[config.mk]
export PLATFORM = sky130hd
export DESIGN_NAME = one_bit_speaker_to_pcm_top_flat
export DESIGN_NICKNAME = d
export VERILOG_FILES = /design/src/obs_pkg.sv /design/src/obs_ifs.sv /design/src/obs_ctrl.sv /design/src/obs_dp.sv /design/src/one_bit_speaker_to_pcm_top.sv /design/src/flat_wrapper.sv
export SDC_FILE = /design/constraint.sdc
export NUM_CORES = 1
export LEC_CHECK = 0
export BUFFER_PORTS_ARGS = -buffer_cell sky130_fd_sc_hd__clkbuf_2
export CAP_MARGIN = 15
export CORE_MARGIN = 2
export CORE_UTILIZATION = 30
export CTS_BUF_LIST = sky130_fd_sc_hd__clkbuf_16
export CTS_CLUSTER_DIAMETER = 150
export DETAILED_ROUTE_END_ITERATION = 8
export PLACE_DENSITY = 0.52
export SYNTH_ARGS = -nofsm -noshare
export SYNTH_HDL_FRONTEND = slang
export SYNTH_HIERARCHICAL = 1
export SYNTH_SLANG_ARGS = --single-unit
[constraint.sdc]
create_clock -name clk -period 20.9 [get_ports clk]
set_input_delay 2.09 -clock clk [delete_from_list [all_inputs] [get_ports clk]]
set_output_delay 2.09 -clock clk [all_outputs]
set_load 0.02 [all_outputs]
[src/obs_pkg.sv]
package obs_pkg;

	localparam int unsigned LEVEL_W   = 16;
	localparam int unsigned SUM_W     = 24;
	localparam int unsigned CNT_W     = 8;
	localparam int unsigned FADE_W    = 16;
	localparam int unsigned CFG_IDX_W = 2;
	localparam int unsigned CFG_DAT_W = 8;
	localparam int unsigned DIV_STEPS = SUM_W;
	localparam int unsigned STEP_W    = $clog2(DIV_STEPS);

	localparam int unsigned HOLD_SAMPLES_DEF = 10000;
	localparam logic [CNT_W-1:0] CPS_RESET = CNT_W'(23);

	localparam logic signed [LEVEL_W-1:0] DRIVE_LOUD  = 16'sh8000;
	localparam logic signed [LEVEL_W-1:0] DRIVE_QUIET = -16'sd8192;
	localparam logic signed [LEVEL_W-1:0] LEVEL_INIT  = 16'sh8000;

	typedef enum logic [CFG_IDX_W-1:0] {
		REG_CLKS_PER_SAMPLE = 2'd0,
		REG_QUIETER         = 2'd1,
		REG_FULL_SPEED      = 2'd2
	} obs_reg_t;

	typedef enum logic [1:0] {
		ST_IDLE,
		ST_DIV,
		ST_MUL,
		ST_FIN
	} obs_state_t;

	typedef struct packed {
		logic take;
		logic div_step;
		logic mul;
		logic fin;
	} obs_cmd_t;

	typedef struct packed {
		logic emit;
		logic div_last;
		logic out_free;
	} obs_sts_t;

endpackage

[src/obs_ifs.sv]
interface obs_item_if;
	logic valid;
	logic ready;
	logic toggle;
	modport source (output valid, output toggle, input ready);
	modport sink   (input valid, input toggle, output ready);
endinterface

interface obs_sample_if;
	logic               valid;
	logic               ready;
	logic signed [15:0] sample;
	modport source (output valid, output sample, input ready);
	modport sink   (input valid, input sample, output ready);
endinterface

interface obs_cfg_if;
	logic       valid;
	logic       ready;
	logic [1:0] index;
	logic [7:0] data;
	modport source (output valid, output index, output data, input ready);
	modport sink   (input valid, input index, input data, output ready);
endinterface

[src/obs_ctrl.sv]
module obs_ctrl
	import obs_pkg::*;
(
	input  logic     clk,
	input  logic     arst_n,
	input  logic     item_valid,
	output logic     item_ready,
	input  obs_sts_t sts,
	output obs_cmd_t cmd
);

	obs_state_t state_q, state_d;

	always_ff @(posedge clk or negedge arst_n) begin
		if (!arst_n) begin
			state_q <= ST_IDLE;
		end else begin
			state_q <= state_d;
		end
	end

	always_comb begin
		state_d    = state_q;
		cmd        = '0;
		item_ready = 1'b0;
		unique case (state_q)
			ST_IDLE: begin
				item_ready = 1'b1;
				cmd.take   = item_valid;
				if (item_valid && sts.emit) begin
					state_d = ST_DIV;
				end
			end
			ST_DIV: begin
				cmd.div_step = 1'b1;
				if (sts.div_last) begin
					state_d = ST_MUL;
				end
			end
			ST_MUL: begin
				cmd.mul = 1'b1;
				state_d = ST_FIN;
			end
			ST_FIN: begin
				// hold until the output register can take the word
				if (sts.out_free) begin
					cmd.fin = 1'b1;
					state_d = ST_IDLE;
				end
			end
			default: begin
				state_d = ST_IDLE;
			end
		endcase
	end

endmodule

[src/obs_dp.sv]
module obs_dp
	import obs_pkg::*;
#(
	parameter int unsigned HOLD_SAMPLES = HOLD_SAMPLES_DEF
) (
	input  logic                        clk,
	input  logic                        arst_n,
	input  logic                        cfg_we,
	input  logic [CFG_IDX_W-1:0]        cfg_index,
	input  logic [CFG_DAT_W-1:0]        cfg_data,
	input  logic                        toggle,
	input  obs_cmd_t                    cmd,
	output obs_sts_t                    sts,
	output logic                        out_valid,
	input  logic                        out_ready,
	output logic signed [LEVEL_W-1:0]   sample
);

	localparam logic [FADE_W-1:0] FADE_RELOAD = FADE_W'(32768 + HOLD_SAMPLES);

	logic [CNT_W-1:0]          cps_q;
	logic                      quiet_q;
	logic                      fs_q;
	logic signed [LEVEL_W-1:0] level_q;
	logic signed [SUM_W-1:0]   sum_q;
	logic [CNT_W-1:0]          cnt_q;
	logic [FADE_W-1:0]         fade_q;
	logic                      tog_q;

	logic                      neg_q;
	logic [CNT_W:0]            rem_q;
	logic [CNT_W:0]            dvs_q;
	logic [SUM_W-1:0]          quo_q;
	logic [STEP_W-1:0]         step_q;

	logic signed [LEVEL_W-1:0]   mean_q;
	logic signed [2*LEVEL_W-1:0] prod_q;

	logic                      out_valid_q;
	logic signed [LEVEL_W-1:0] sample_q;

	logic signed [SUM_W-1:0]   new_sum;
	logic [CNT_W-1:0]          new_cnt;
	logic                      emit;
	logic [SUM_W-1:0]          sum_mag;
	logic [CNT_W+1:0]          rem_sh;
	logic                      ge;
	logic [CNT_W+1:0]          rem_sub;
	logic [LEVEL_W:0]          quo_lo;
	logic signed [LEVEL_W-1:0] mean_c;
	logic signed [2*LEVEL_W-1:0] prod_rnd;
	logic signed [LEVEL_W-1:0] faded;
	logic signed [LEVEL_W-1:0] drive;
	logic                      tog_now;
	logic                      tog_apply;

	assign new_sum = sum_q + SUM_W'(level_q);
	assign new_cnt = cnt_q + CNT_W'(1);
	// a wrapped count means the CNT_W-bit word counter overflowed
	assign emit    = (new_cnt == '0) || (new_cnt >= cps_q);
	assign sum_mag = new_sum[SUM_W-1] ? SUM_W'(-new_sum) : SUM_W'(new_sum);

	assign rem_sh  = {rem_q, quo_q[SUM_W-1]};
	assign ge      = rem_sh >= {1'b0, dvs_q};
	assign rem_sub = rem_sh - {1'b0, dvs_q};

	assign quo_lo  = quo_q[LEVEL_W:0];
	assign mean_c  = neg_q ? LEVEL_W'(-quo_lo) : LEVEL_W'(quo_lo);

	// truncate toward zero on the divide by 32768
	assign prod_rnd = prod_q + (prod_q[2*LEVEL_W-1] ? 32'sd32767 : 32'sd0);

	always_comb begin
		if (fade_q == '0) begin
			faded = '0;
		end else if (fade_q[FADE_W-1]) begin
			faded = mean_q;
		end else begin
			faded = prod_rnd[LEVEL_W+14:15];
		end
	end

	assign drive     = quiet_q ? DRIVE_QUIET : DRIVE_LOUD;
	assign tog_now   = cmd.take && !emit && toggle;
	assign tog_apply = tog_now || (cmd.fin && tog_q);

	assign sts.emit     = emit;
	assign sts.div_last = step_q == STEP_W'(DIV_STEPS - 1);
	assign sts.out_free = !out_valid_q || out_ready;

	always_ff @(posedge clk or negedge arst_n) begin
		if (!arst_n) begin
			cps_q       <= CPS_RESET;
			quiet_q     <= 1'b0;
			fs_q        <= 1'b0;
			level_q     <= LEVEL_INIT;
			sum_q       <= '0;
			cnt_q       <= '0;
			fade_q      <= '0;
			out_valid_q <= 1'b0;
		end else begin
			if (cfg_we) begin
				unique case (cfg_index)
					REG_CLKS_PER_SAMPLE: cps_q   <= cfg_data;
					REG_QUIETER:         quiet_q <= cfg_data[0];
					REG_FULL_SPEED:      fs_q    <= cfg_data[0];
					default: ;
				endcase
			end
			if (cmd.take) begin
				if (emit) begin
					sum_q <= '0;
					cnt_q <= '0;
				end else begin
					sum_q <= new_sum;
					cnt_q <= new_cnt;
				end
			end
			if (out_valid_q && out_ready) begin
				out_valid_q <= 1'b0;
			end
			if (cmd.fin) begin
				out_valid_q <= 1'b1;
				if (fade_q != '0) begin
					fade_q <= fade_q - FADE_W'(1);
				end
			end
			// a toggle lands after the sample has used the fade counter
			if (tog_apply) begin
				if (!fs_q) begin
					fade_q <= FADE_RELOAD;
				end
				if (level_q == drive) begin
					level_q <= ~drive;
				end else begin
					level_q <= drive;
				end
			end
		end
	end

	always_ff @(posedge clk) begin
		if (cmd.take) begin
			tog_q  <= toggle;
			neg_q  <= new_sum[SUM_W-1];
			rem_q  <= '0;
			quo_q  <= sum_mag;
			dvs_q  <= {new_cnt == '0, new_cnt};
			step_q <= '0;
		end
		if (cmd.div_step) begin
			rem_q  <= ge ? rem_sub[CNT_W:0] : rem_sh[CNT_W:0];
			quo_q  <= {quo_q[SUM_W-2:0], ge};
			step_q <= step_q + STEP_W'(1);
		end
		if (cmd.mul) begin
			mean_q <= mean_c;
			prod_q <= mean_c * $signed({1'b0, fade_q[FADE_W-2:0]});
		end
		if (cmd.fin) begin
			sample_q <= faded;
		end
	end

	assign out_valid = out_valid_q;
	assign sample    = sample_q;

endmodule

[src/one_bit_speaker_to_pcm_top.sv]
// One-bit speaker to PCM converter.
// item channel: one word per emulated CPU cycle; toggle set when the speaker
// was flipped at the end of that cycle.
// result channel: a signed 16-bit PCM word after every clks_per_sample
// cycles, the truncated mean level passed through a DC fade.
// cfg channel: always ready; index 0 clks_per_sample, 1 quieter,
// 2 full_speed, other indexes ignored. Write only while idle.
// Timing: a cycle word that closes no sample is summed and the block stays
// idle for the next word. One that closes a sample is summed, then passes
// the bit-serial divider and the fade multiply; the load of the output
// register waits for it to empty, and the result is registered there.
// The output register holds a finished word, so the next cycle words are
// taken while the receiver stalls; only a word that closes another sample
// waits for the register to empty.
// Reset: level -32768, sum, count and fade counter cleared, registers to
// defaults (23, 0, 0), output empty.
module one_bit_speaker_to_pcm_top
	import obs_pkg::*;
#(
	parameter int unsigned HOLD_SAMPLES = HOLD_SAMPLES_DEF
) (
	input  logic         clk,
	input  logic         arst_n,
	obs_item_if.sink     item,
	obs_sample_if.source result,
	obs_cfg_if.sink      cfg
);

	obs_cmd_t cmd;
	obs_sts_t sts;

	assign cfg.ready = 1'b1;

	obs_ctrl u_ctrl (
		.clk        (clk),
		.arst_n     (arst_n),
		.item_valid (item.valid),
		.item_ready (item.ready),
		.sts        (sts),
		.cmd        (cmd)
	);

	obs_dp #(
		.HOLD_SAMPLES (HOLD_SAMPLES)
	) u_dp (
		.clk       (clk),
		.arst_n    (arst_n),
		.cfg_we    (cfg.valid),
		.cfg_index (cfg.index),
		.cfg_data  (cfg.data),
		.toggle    (item.toggle),
		.cmd       (cmd),
		.sts       (sts),
		.out_valid (result.valid),
		.out_ready (result.ready),
		.sample    (result.sample)
	);

endmodule
[src/flat_wrapper.sv]
// flat-port wrapper written by rule: the top's interface ports become plain ports
module one_bit_speaker_to_pcm_top_flat import obs_pkg::*;
#(
	parameter int unsigned HOLD_SAMPLES = HOLD_SAMPLES_DEF
)
  (clk, arst_n, item_valid, item_toggle, item_ready, result_valid, result_sample, result_ready, cfg_valid, cfg_index, cfg_data, cfg_ready);
  obs_item_if item_i ();
  obs_sample_if result_i ();
  obs_cfg_if cfg_i ();
  input  logic clk;
  input  logic arst_n;
  input wire logic [$bits(item_i.valid)-1:0] item_valid;
  input wire logic [$bits(item_i.toggle)-1:0] item_toggle;
  output wire logic [$bits(item_i.ready)-1:0] item_ready;
  output wire logic [$bits(result_i.valid)-1:0] result_valid;
  output wire logic [$bits(result_i.sample)-1:0] result_sample;
  input wire logic [$bits(result_i.ready)-1:0] result_ready;
  input wire logic [$bits(cfg_i.valid)-1:0] cfg_valid;
  input wire logic [$bits(cfg_i.index)-1:0] cfg_index;
  input wire logic [$bits(cfg_i.data)-1:0] cfg_data;
  output wire logic [$bits(cfg_i.ready)-1:0] cfg_ready;
  assign item_i.valid = item_valid;
  assign item_i.toggle = item_toggle;
  assign item_ready = item_i.ready;
  assign result_valid = result_i.valid;
  assign result_sample = result_i.sample;
  assign result_i.ready = result_ready;
  assign cfg_i.valid = cfg_valid;
  assign cfg_i.index = cfg_index;
  assign cfg_i.data = cfg_data;
  assign cfg_ready = cfg_i.ready;
  one_bit_speaker_to_pcm_top #(.HOLD_SAMPLES(HOLD_SAMPLES)) u_core (.clk(clk), .arst_n(arst_n), .item(item_i), .result(result_i), .cfg(cfg_i));
endmodule
==> impl_metrics.json, run 1 <==
{
  "yosysSeqAreaShare_pct": 25.3,
  "dieArea_sq_um": 68000,
  "setup_violations": 0,
  "crit_path_start_kind": "flip-flop",
  "dieHeight_um": 261,
  "postCtsSetupRepairBufs": 0,
  "core-area_sq_um": 65500,
  "synthArstFlopShare_pct": 36.2,
  "synth_cell_types": 95,
  "period_share_pct": 40.4,
  "synth_area_sq_um": 19800,
  "antenna_found_initial": 0,
  "end_kind": "flip-flop",
  "grt_use_total_pct": 14.4,
  "drt-initial-drc-count": 817,
  "required_ns": 21.11,
  "viasPerCell": 4.80,
  "cts.sinks": 177,
  "grt_setup_unrepaired": "false",
  "clockBufferDepth": 2,
  "place.gp.congestion": 0.818,
  "cts-root-buf": "clkbuf_16",
  "io_buffers": 33,
  "cap_violations": 0,
  "cts_resized": 0,
  "fin_tns_setup_ns": 0,
  "dr.pass1.iters": 5,
  "synthCells": 2062,
  "initial_utilization_pct": 30.2,
  "path_clk_slew_ns": 0.08,
  "wl_um": 46500,
  "avgSynthCellArea_sq_um": 9.59,
  "cts_tree": "done",
  "layout.nets": 2458,
  "cp_max_fo": 16,
  "syn-num-nets": 2466,
  "via_count": 14100,
  "synth-seq-cells": 177,
  "status": "finished clean",
  "worst_pin_slew_ns": 0.983,
  "fmax_mhz": 118,
  "drc": 0,
  "grt_max_degree": 75,
  "synth_flop_cell": "edfxtp_1",
  "max-slew-margin-rel_pct": 34.1,
  "die_w_um": 261,
  "cts_buffers": 17,
  "grt_pass1_wl_um": 78100,
  "wire_per_inst_um": 15.9,
  "dpl.hpwl_um": 35500,
  "htree_levels": 4,
  "insertion_delay_ns": 0.47,
  "grt_pass1_vias": 14800,
  "drtAntennaViolNets": 0,
  "io_pins": 35,
  "grt_overflow_total": 0,
  "final_hold_viol_count": 0,
  "maxSlewViolCount": 0,
  "worstPathArrival_ns": 8.66,
  "crit_type": "reg -> reg",
  "drive_above_1_share_pct": 6.72,
  "synth.yosys.warnings": 6,
  "hold_path.class": "reg -> reg",
  "rows": 94,
  "holdBufCountCts": 0,
  "clock_skew_ns": 0.0190,
  "min_period_ns": 8.45,
  "synthToLayoutAreaGrowth_pct": 8.52,
  "synth_edf_count": 113
}
==> state kept, by name, indices dropped and copies added (netlist names) <==
name	count
u_core/u_dp/level_q	3
u_core/u_dp/prod_q	32
u_core/u_dp/tog_q	1
u_core/u_dp/mean_q	16
u_core/u_ctrl/state_q	2
u_core/u_dp/cnt_q	8
u_core/u_dp/quiet_q	1
u_core/u_dp/sample	16
u_core/u_dp/rem_q	9
u_core/u_dp/out_valid	1
u_core/u_dp/neg_q	1
u_core/u_dp/fade_q	16
u_core/u_dp/cps_q	8
u_core/u_dp/quo_q	24
u_core/u_dp/dvs_q	9
u_core/u_dp/fs_q	1
u_core/u_dp/sum_q	24
u_core/u_dp/step_q	5
==> per-layer routing <==
layer  up-vias  wire [um]  part of all wire (%)  global-route usage [%]
met5         -          0                     0                       0
met4         0        417                  0.90                    3.02
met3        24       1560                   3.4                    1.97
met2       239      21900                    47                    24.2
met1      7091      22600                    49                    19.8
li1       6729          -                     -                       -
==> stage by stage <==
stage               utilization (%)  std cells  hold WS (ns)  area, sq um  setup slack [ns]
finish                         32.7       2932         0.515        21500             12.45
global route                   32.7       2931         0.534        21500             11.91
CTS                            32.7       2931         0.521        21500             12.45
detailed placement             31.8       2899         0.503        20900             12.47
global placement               31.8       2899         0.494        20900             12.77
floorplan                         -       2062         0.480        19800             13.07
==> kinds of logic (layout without fill, tap and decap cells) <==
group           Yosys count  after routing  share of synthesized area, %
buf+inv                 446            451                          8.66
simple gates            588            588                          15.2
flops                   177            177                          25.3
compound gates          318            318                          10.5
fa+ha+maj               394            394                          34.0
xor+xnor                117            117                          5.18
mux                      21             21                          1.11
other cells               1              2                        0.0190
==> cells in the final DEF (no fill, tap or decap), types with 19 or more instances in the layout <==
master	count
nand3_1	35
o21ai_0	74
dfrtp_1	59
a21o_1	25
clkbuf_2	32
fa_1	241
o22ai_1	22
a31oi_1	21
nor3_1	25
xnor2_1	82
inv_1	358
edfxtp_1	113
nand2_1	195
ha_1	146
nor2b_1	19
xor2_1	34
a21oi_1	69
and2_1	120
buf_4	26
nor2_1	88
==> cells in the mapped netlist (all sizes together) (4+ instances only) <==
cell type	n	area (sq um)
buf	7	65.1
nor2	88	330
o31ai	16	125
nor2b	19	119
or2	6	37.5
ha	147	1840
nand4	14	103
a211o	4	36.3
and3	15	100
o22ai	22	138
or4	10	83.8
o41ai	5	43.8
xor2	34	298
o211ai	10	80.1
o21a	18	135
or3	17	109
a211oi	8	70.1
nor4	8	56.3
maj3	6	60.1
inv	359	1350
a21oi	69	345
a31oi	21	131
dfstp	5	131
nand2b	16	100
dfrtp	59	1480
mux2i	13	130
xnor2	83	727
a21boi	5	37.5
fa	241	4820
o21bai	4	30.0
mux2	8	90.1
edfxtp	113	3390
nand3	35	175
and2	123	772
nand2	195	732
clkbuf	79	297
o211a	4	40.0
nor3	26	141
a21o	28	214
o21ai	75	375
==> layout make-up <==
class,count,area (sq um)
diodes,1,2.50
clock buffers,18,450
clock inverters,14,140
fillers,6724,44100
inverters,360,1350
multi-input cells,1439,13100
flip-flops and latches,177,5000
well taps,864,1080
repair buffers,59,360
==> path summary, 6_finish.rpt <==
path	slack [ns]	cells after the start	startpoint	endpoint
worst max-delay path	12.45	23	u_core/u_dp/quo_q[7]$_DFFE_PP_	u_core/u_dp/prod_q[28]$_DFFE_PP_
worst min-delay path	0.51	1	u_core/u_dp/sum_q[9]$_DFFE_PN0P_	u_core/u_dp/sum_q[9]$_DFFE_PN0P_
worst max register to register	12.45	23	u_core/u_dp/quo_q[7]$_DFFE_PP_	u_core/u_dp/prod_q[28]$_DFFE_PP_
worst min register to register	0.51	1	u_core/u_dp/sum_q[9]$_DFFE_PN0P_	u_core/u_dp/sum_q[9]$_DFFE_PN0P_
max in group asynchronous	18.51	2	arst_n	u_core/u_dp/sum_q[0]$_DFFE_PN0P_
min in group asynchronous	1.81	2	arst_n	u_core/u_dp/cnt_q[5]$_DFFE_PN0P_
==> critical path, cell delays in order (launching register included) <==
cell and delay (ns):
edfxtp_1 0.50, or4_1 0.62, or4_1 0.45, o31ai_1 0.30
xnor2_1 0.16, buf_4 0.22, nand2_1 0.16, fa_1 0.67
inv_1 0.14, fa_1 0.74, xnor2_1 0.79, xnor2_1 0.22
fa_1 0.48, fa_1 0.54, inv_1 0.05, fa_1 0.52
inv_1 0.04, ha_1 0.34, o21a_1 0.21, nor2_1 0.24
a31oi_1 0.13, a311o_1 0.38, a21oi_1 0.20, xnor2_1 0.08
Power of run 1 is left out: the tool's default activity adds up to more than one toggle a clock period on the data nets, which glitch-free logic cannot reach.
==> run 2, diff against run 1 <==
--- a/config.mk
+++ b/config.mk
@@ -5,6 +5,7 @@
 export SDC_FILE = /design/constraint.sdc
 export NUM_CORES = 1
 export LEC_CHECK = 0
+export ABC_AREA = 1
 export BUFFER_PORTS_ARGS = -buffer_cell sky130_fd_sc_hd__clkbuf_2
 export CAP_MARGIN = 15
 export CORE_MARGIN = 2
@@ -12,7 +13,7 @@
 export CTS_BUF_LIST = sky130_fd_sc_hd__clkbuf_16
 export CTS_CLUSTER_DIAMETER = 150
 export DETAILED_ROUTE_END_ITERATION = 8
-export PLACE_DENSITY = 0.52
+export PLACE_DENSITY = 0.54
 export SYNTH_ARGS = -nofsm -noshare
 export SYNTH_HDL_FRONTEND = slang
 export SYNTH_HIERARCHICAL = 1
==> constraint.sdc (replaced) <==
create_clock -name clk -period 7.1 [get_ports clk]
set_input_delay 0.71 -clock clk [delete_from_list [all_inputs] [get_ports clk]]
set_output_delay 0.71 -clock clk [all_outputs]
set_load 0.02 [all_outputs]
==> run 2 against run 1 <==
Against the previous run:
- sequential share of layout area shrank 1.6 points
- non-clock buffer count grew 85
- fmax grew 25%
==> impl_metrics.json, run 2 <==
{
  "crit_top_cell": "fa_1",
  "multi_input_area_sq_um": 13400,
  "grt_pass1_wl_um": 85000,
  "max_stage_delay_ns": 0.54,
  "regMostFlops": "u_core/u_dp/prod_q",
  "cts.sinks": 177,
  "clockBufferDepth": 2,
  "period_share_pct": 95.4,
  "synth_top_cell_by_area": "fa_1",
  "grt_setup_unrepaired": "true",
  "synth_flop_cell": "edfxtp_1",
  "synth_top_area_share_pct": 24.0,
  "hold_path.class": "in -> async",
  "wl_um": 52500,
  "setup_violations": 0,
  "cts_buffers": 17,
  "min_period_ns": 6.77,
  "hold_slack_ns": 0.441,
  "place.gp.congestion": 0.890,
  "end_kind": "flip-flop",
  "synth-seq-cells": 177,
  "drive_above_1_share_pct": 12.0,
  "synth_area_sq_um": 20100,
  "path_clk_slew_ns": 0.08,
  "fmax_mhz": 148,
  "insertion_delay_ns": 0.50,
  "rows": 94,
  "crit_path_start_kind": "flip-flop",
  "synth_edf_count": 113,
  "final_util_pct": 34.8,
  "final_hold_viol_count": 0,
  "largestRegisters": "u_core/u_dp/prod_q (32), u_core/u_dp/quo_q (24), u_core/u_dp/sum_q (24)",
  "drt-initial-drc-count": 907,
  "maxSlewViolCount": 0,
  "most-common-layout-cells": "nand2_1 (516), inv_1 (470), fa_1 (235), nor2_1 (233), ha_1 (135)",
  "drc": 0,
  "largest_reg_flops": 32,
  "grt_pass1_vias": 15900,
  "grt_max_degree": 65,
  "synthTopCellsByCount": "nand2_1 (534), inv_1 (486), nor2_1 (247)",
  "cts-root-buf": "clkbuf_16",
  "grt_use_total_pct": 15.6,
  "io_pins": 35,
  "num-fill-cells": 6986,
  "critPathSlowestCell": "fa_1",
  "wire_per_inst_um": 15.3,
  "synthCells": 2454,
  "synthArstFlopShare_pct": 36.2,
  "required_ns": 7.34,
  "avgSynthCellArea_sq_um": 8.20,
  "dieHeight_um": 263,
  "antennaDiodeCount": 0,
  "cts_tree": "done",
  "io_buffers": 33,
  "clock_skew_ns": 0.0279,
  "r2r_setup_slack_ns": 0.33,
  "layout.nets": 2966,
  "dpl.hpwl_um": 41600,
  "synth.most_common_cell": "nand2_1",
  "htree_levels": 4,
  "fin_cells": 3439,
  "cp_max_fo": 5,
  "status": "finished clean",
  "synthToLayoutAreaGrowth_pct": 14.2,
  "core-area_sq_um": 66100,
  "drtAntennaViolNets": 0,
  "worstPathArrival_ns": 7.01,
  "dieArea_sq_um": 69200,
  "setup_slack_ns": 0.329,
  "via_count": 15800,
  "worst_pin_slew_ns": 1.05,
  "max-slew-margin-rel_pct": 30.0,
  "die_w_um": 263,
  "viasPerCell": 4.60,
  "ys_top_cells_by_area": "fa_1 (24%), edfxtp_1 (17%), nand2_1 (10%)",
  "antenna_found_initial": 0,
  "initial_utilization_pct": 30.4,
  "synth.yosys.warnings": 6,
  "crit_type": "reg -> reg",
  "post-place-ws_ns": -0.0852,
  "yosysSeqAreaShare_pct": 24.8,
  "synth_cell_types": 53,
  "area.sequential_sq_um": 5000,
  "dp.cells": 3377,
  "holdBufCountCts": 0,
  "cap_violations": 0,
  "layout_commonest_cell": "nand2_1",
  "syn-num-nets": 2858,
  "grt_overflow_total": 0,
  "dr.pass1.iters": 5
}
run 2: changes by cell type after synthesis, sizes merged, moves of 22 or more:
cell	delta
o21ai	+35
xnor2	-52
and2	-121
inv	+131
a21oi	+42
a21o	-26
nand3	+72
nand4	+22
nor2	+166
nand2	+350
clkbuf	-40
run 2: layout make-up:
cell class | instances | area share [%]
clock buffer | 18 | 1.96
clock inverter | 14 | 0.544
inverter | 501 | 8.24
multi-input combinational | 1721 | 58.2
sequential | 177 | 21.8
tap | 864 | 4.70
timing repair buffer | 144 | 4.55
run 2: final timing paths:
kind / depth (start not counted) / start / to
hold reg to reg: 2 / u_core/u_dp/cps_q[1]$_DFFE_PN1P_ / u_core/u_dp/cps_q[1]$_DFFE_PN1P_
hold / removal: 2 / arst_n / u_core/u_dp/cps_q[7]$_DFFE_PN0P_
setup / recovery: 32 / u_core/u_dp/quo_q[1]$_DFFE_PP_ / u_core/u_dp/prod_q[30]$_DFFE_PP_
setup reg to reg: 32 / u_core/u_dp/quo_q[1]$_DFFE_PP_ / u_core/u_dp/prod_q[30]$_DFFE_PP_
min in group clk: 1 / item_toggle / u_core/u_dp/tog_q$_DFFE_PP_
max in group asynchronous: 2 / arst_n / u_core/u_dp/level_q[14]$_DFFE_PN0N_
run 2: kinds of logic (layout without fill, tap and decap cells):
logic type	count (synthesis)	in the layout	synth area share, %
DFF	177	177	24.8
buffers and inverters	556	677	10.6
adders and majority gates	388	388	33.1
other	1	1	0.0186
and+or+nand+nor	989	989	20.5
xor gates and xnor gates	85	85	3.83
muxes	1	1	0.0497
AOI/OAI and AO/OA	257	257	6.98
run 2: layer usage:
layer / global-route usage [%] / routed length [um]
met1: 20.7 / 24900
met4: 5.81 / 1580
met5: 0 / 0
met3: 2.17 / 1880
met2: 25.7 / 24200
run 2: metrics by stage:
stage          TNS (ns)  instance area [sq um]
2_1_floorplan         0                  20100
3_5_place_dp    -0.0852                  21700
5_1_grt          -0.311                  23000
6_report              0                  23000
3_3_place_gp    -0.0286                  21700
4_1_cts               0                  22300
run 2: timing repair:
item / CTS / global route
endpoints found under the setup margin: 4 / 15
setup buffers: 0 / 30
gates cloned: 0 / 0
gates resized for setup: 3 / 125
pin swaps: 2 / 66
run 2: critical path, delay by kind of cell, from the launching register on:
| kind | cells | cell delay (ns) |
|---|---|---|
| compound gates | 4 | 0.66 |
| simple gates | 11 | 1.10 |
| buf+inv | 8 | 0.60 |
| flops | 1 | 0.46 |
| fa+ha+maj | 8 | 3.55 |
| xor+xnor | 1 | 0.13 |
Power of run 2 is left out for the same reason.
==> run 3, diff against run 2 <==
--- a/config.mk
+++ b/config.mk
@@ -5,7 +5,6 @@
 export SDC_FILE = /design/constraint.sdc
 export NUM_CORES = 1
 export LEC_CHECK = 0
-export ABC_AREA = 1
 export BUFFER_PORTS_ARGS = -buffer_cell sky130_fd_sc_hd__clkbuf_2
 export CAP_MARGIN = 15
 export CORE_MARGIN = 2
==> run 3 against run 2 <==
Against the previous run:
- the flow now finishes with violations (negative setup slack)
- die area shrank 1.7%
- flip-flop and latch count unchanged
- global-route usage decreased by 1.4 points
- hold slack got worse by 0.021 ns
- critical path depth down 9
- wire length fell by 12%
- via count down 9.3%
- worst setup slack worse by 0.54 ns
- sequential share of layout area rose by 0.057 points
- critical path type unchanged
- highest routed layer unchanged
==> impl_metrics.json, run 3 (synthesis gave the netlist of run 1 again) <==
{
  "status": "complete, but fails checks",
  "violations": "negative setup slack",
  "critPathSlowestCell": "fa_1",
  "dieHeight_um": 261,
  "worstPathCellList": "or4_4 > or4_4 > o31ai_4 > xnor2_4 > buf_6 > nand2_4 > fa_1 > inv_2 > fa_2 > fa_1 > fa_2 > fa_1 > inv_1 > fa_1 > inv_1 > ha_4 > and4_4 > and3b_1 > a41oi_4 > a31oi_4 > a311o_1 > a21oi_2 > xnor2_1",
  "hold_path.class": "in -> async",
  "use_met3_pct": 2.38,
  "setup_slack_ns": -0.206,
  "io_buffers": 33,
  "cts.sinks": 177,
  "dp.cells": 3003,
  "via_count": 14400,
  "crit_type": "reg -> reg",
  "grt_setup_unrepaired": "true",
  "fmax_mhz": 137,
  "r2r_setup_slack_ns": -0.21,
  "reg2regPathDepth": 23,
  "period_share_pct": 103,
  "grt_pass1_vias": 15300,
  "max-slew-margin-rel_pct": 35.3,
  "cts_tree": "done",
  "cap_violations": 0,
  "holdBufCountCts": 0,
  "htree_levels": 4,
  "timing.rr.end": "u_core/u_dp/prod_q[28]$_DFFE_PP_",
  "grt_use_total_pct": 14.2,
  "critPathTopFamily": "adder cells",
  "crit_path_start_kind": "flip-flop",
  "max_stage_delay_ns": 0.58,
  "drt-initial-drc-count": 662,
  "crit_top_cell": "fa_1",
  "end_kind": "flip-flop",
  "met1_usage_pct": 19.2,
  "grt_max_degree": 65,
  "path_clk_slew_ns": 0.08,
  "largest_reg_flops": 32,
  "drive_above_1_share_pct": 15.7,
  "core-area_sq_um": 65500,
  "largestRegisters": "u_core/u_dp/prod_q (32), u_core/u_dp/quo_q (24), u_core/u_dp/sum_q (24)",
  "die_w_um": 261,
  "wire_per_inst_um": 15.1,
  "initial_utilization_pct": 30.2,
  "setup_violations": 5,
  "synthToLayoutAreaGrowth_pct": 16.0,
  "clock_skew_ns": 0.0146,
  "dr.pass1.iters": 5,
  "use_met2_pct": 23.6,
  "viasPerCell": 4.71,
  "maxSlewViolCount": 0,
  "io_pins": 35,
  "grt_overflow_total": 0,
  "min_period_ns": 7.31,
  "rr_startpoint": "u_core/u_dp/quo_q[10]$_DFFE_PP_",
  "drc": 0,
  "required_ns": 7.33,
  "layout.nets": 2575,
  "clockBufferDepth": 2,
  "dpl.hpwl_um": 36600,
  "insertion_delay_ns": 0.48,
  "grt_pass1_wl_um": 77500,
  "path_buf_inv": 4,
  "regMostFlops": "u_core/u_dp/prod_q",
  "antenna_found_initial": 0,
  "busiest_layer": "met2",
  "rows": 94,
  "place.gp.congestion": 0.825,
  "cp_max_fo": 6,
  "drtAntennaViolNets": 0,
  "dieArea_sq_um": 68000,
  "cts_buffers": 17,
  "worstPathArrival_ns": 7.54,
  "worst_pin_slew_ns": 0.970,
  "hold_slack_ns": 0.420,
  "layout_commonest_cell": "inv_1",
  "final_hold_viol_count": 0,
  "cts-root-buf": "clkbuf_16",
  "fin_cells": 3049,
  "final_util_pct": 35.0,
  "most-common-layout-cells": "inv_1 (346), fa_1 (233), nand2_1 (189), buf_4 (137), ha_1 (134)",
  "wl_um": 46100
}
[run 3: metrics by stage]
| step | instance area [sq um] | TNS, ns | setup slack (ns) |
|---|---|---|---|
| after floorplan | 20000 | -0.0114 | -0.0114 |
| after global placement | 21900 | -0.757 | -0.210 |
| after detailed placement | 21900 | -1.32 | -0.295 |
| after CTS | 22600 | -0.423 | -0.123 |
| after global routing | 22900 | -2.84 | -0.441 |
| final | 22900 | -0.466 | -0.206 |
[run 3: worst reg2reg max path, delay by kind of cell, from the launching register on]
kind,cells,cell delay [ns]
adder cells (fa/ha/maj),7,3.28
AND/OR/NAND/NOR,5,1.48
AO/OA/AOI/OAI,5,1.25
flip-flops,1,0.39
buffers and inverters,4,0.38
XOR/XNOR,2,0.28
[run 3: timing repair]
action | in CTS | in global routing
pin swaps | 11 | 46
endpoints found under the setup margin | 9 | 13
gates resized for setup | 23 | 54
setup buffers | 6 | 8
[run 3: worst max-delay path by stage]
stage                                          startpoint                          endpoint  slack [ns]  cells past startpoint
final                     u_core/u_dp/quo_q[10]$_DFFE_PP_  u_core/u_dp/prod_q[28]$_DFFE_PP_       -0.21                     23
after global routing      u_core/u_dp/quo_q[10]$_DFFE_PP_  u_core/u_dp/prod_q[28]$_DFFE_PP_       -0.44                     23
after global placement     u_core/u_dp/quo_q[4]$_DFFE_PP_  u_core/u_dp/prod_q[28]$_DFFE_PP_       -0.21                     28
after detailed placement   u_core/u_dp/quo_q[4]$_DFFE_PP_  u_core/u_dp/prod_q[28]$_DFFE_PP_       -0.29                     28
after floorplan            u_core/u_dp/quo_q[9]$_DFFE_PP_  u_core/u_dp/prod_q[28]$_DFFE_PP_       -0.01                     24
after CTS                 u_core/u_dp/quo_q[10]$_DFFE_PP_  u_core/u_dp/prod_q[31]$_DFFE_PP_       -0.12                     24
[run 3: final cells by class]
class	instances	area, sq um
Inverter	360	1350
Clock buffer	18	450
Tap cell	864	1080
Sequential cell	177	5000
Antenna cell	1	2.50
Multi-Input combinational cell	1439	13600
Timing Repair Buffer	176	1270
Fill cell	6581	42600
Clock inverter	14	175
[run 3: layer usage]
metal  wire length, um  vias to the layer above
li1                  -                     6961
met1             22200                     7093
met2             21500                      263
met3              1840                       35
met4               602                        0
met5                 0                        -
Power of run 3 is left out for the same reason.
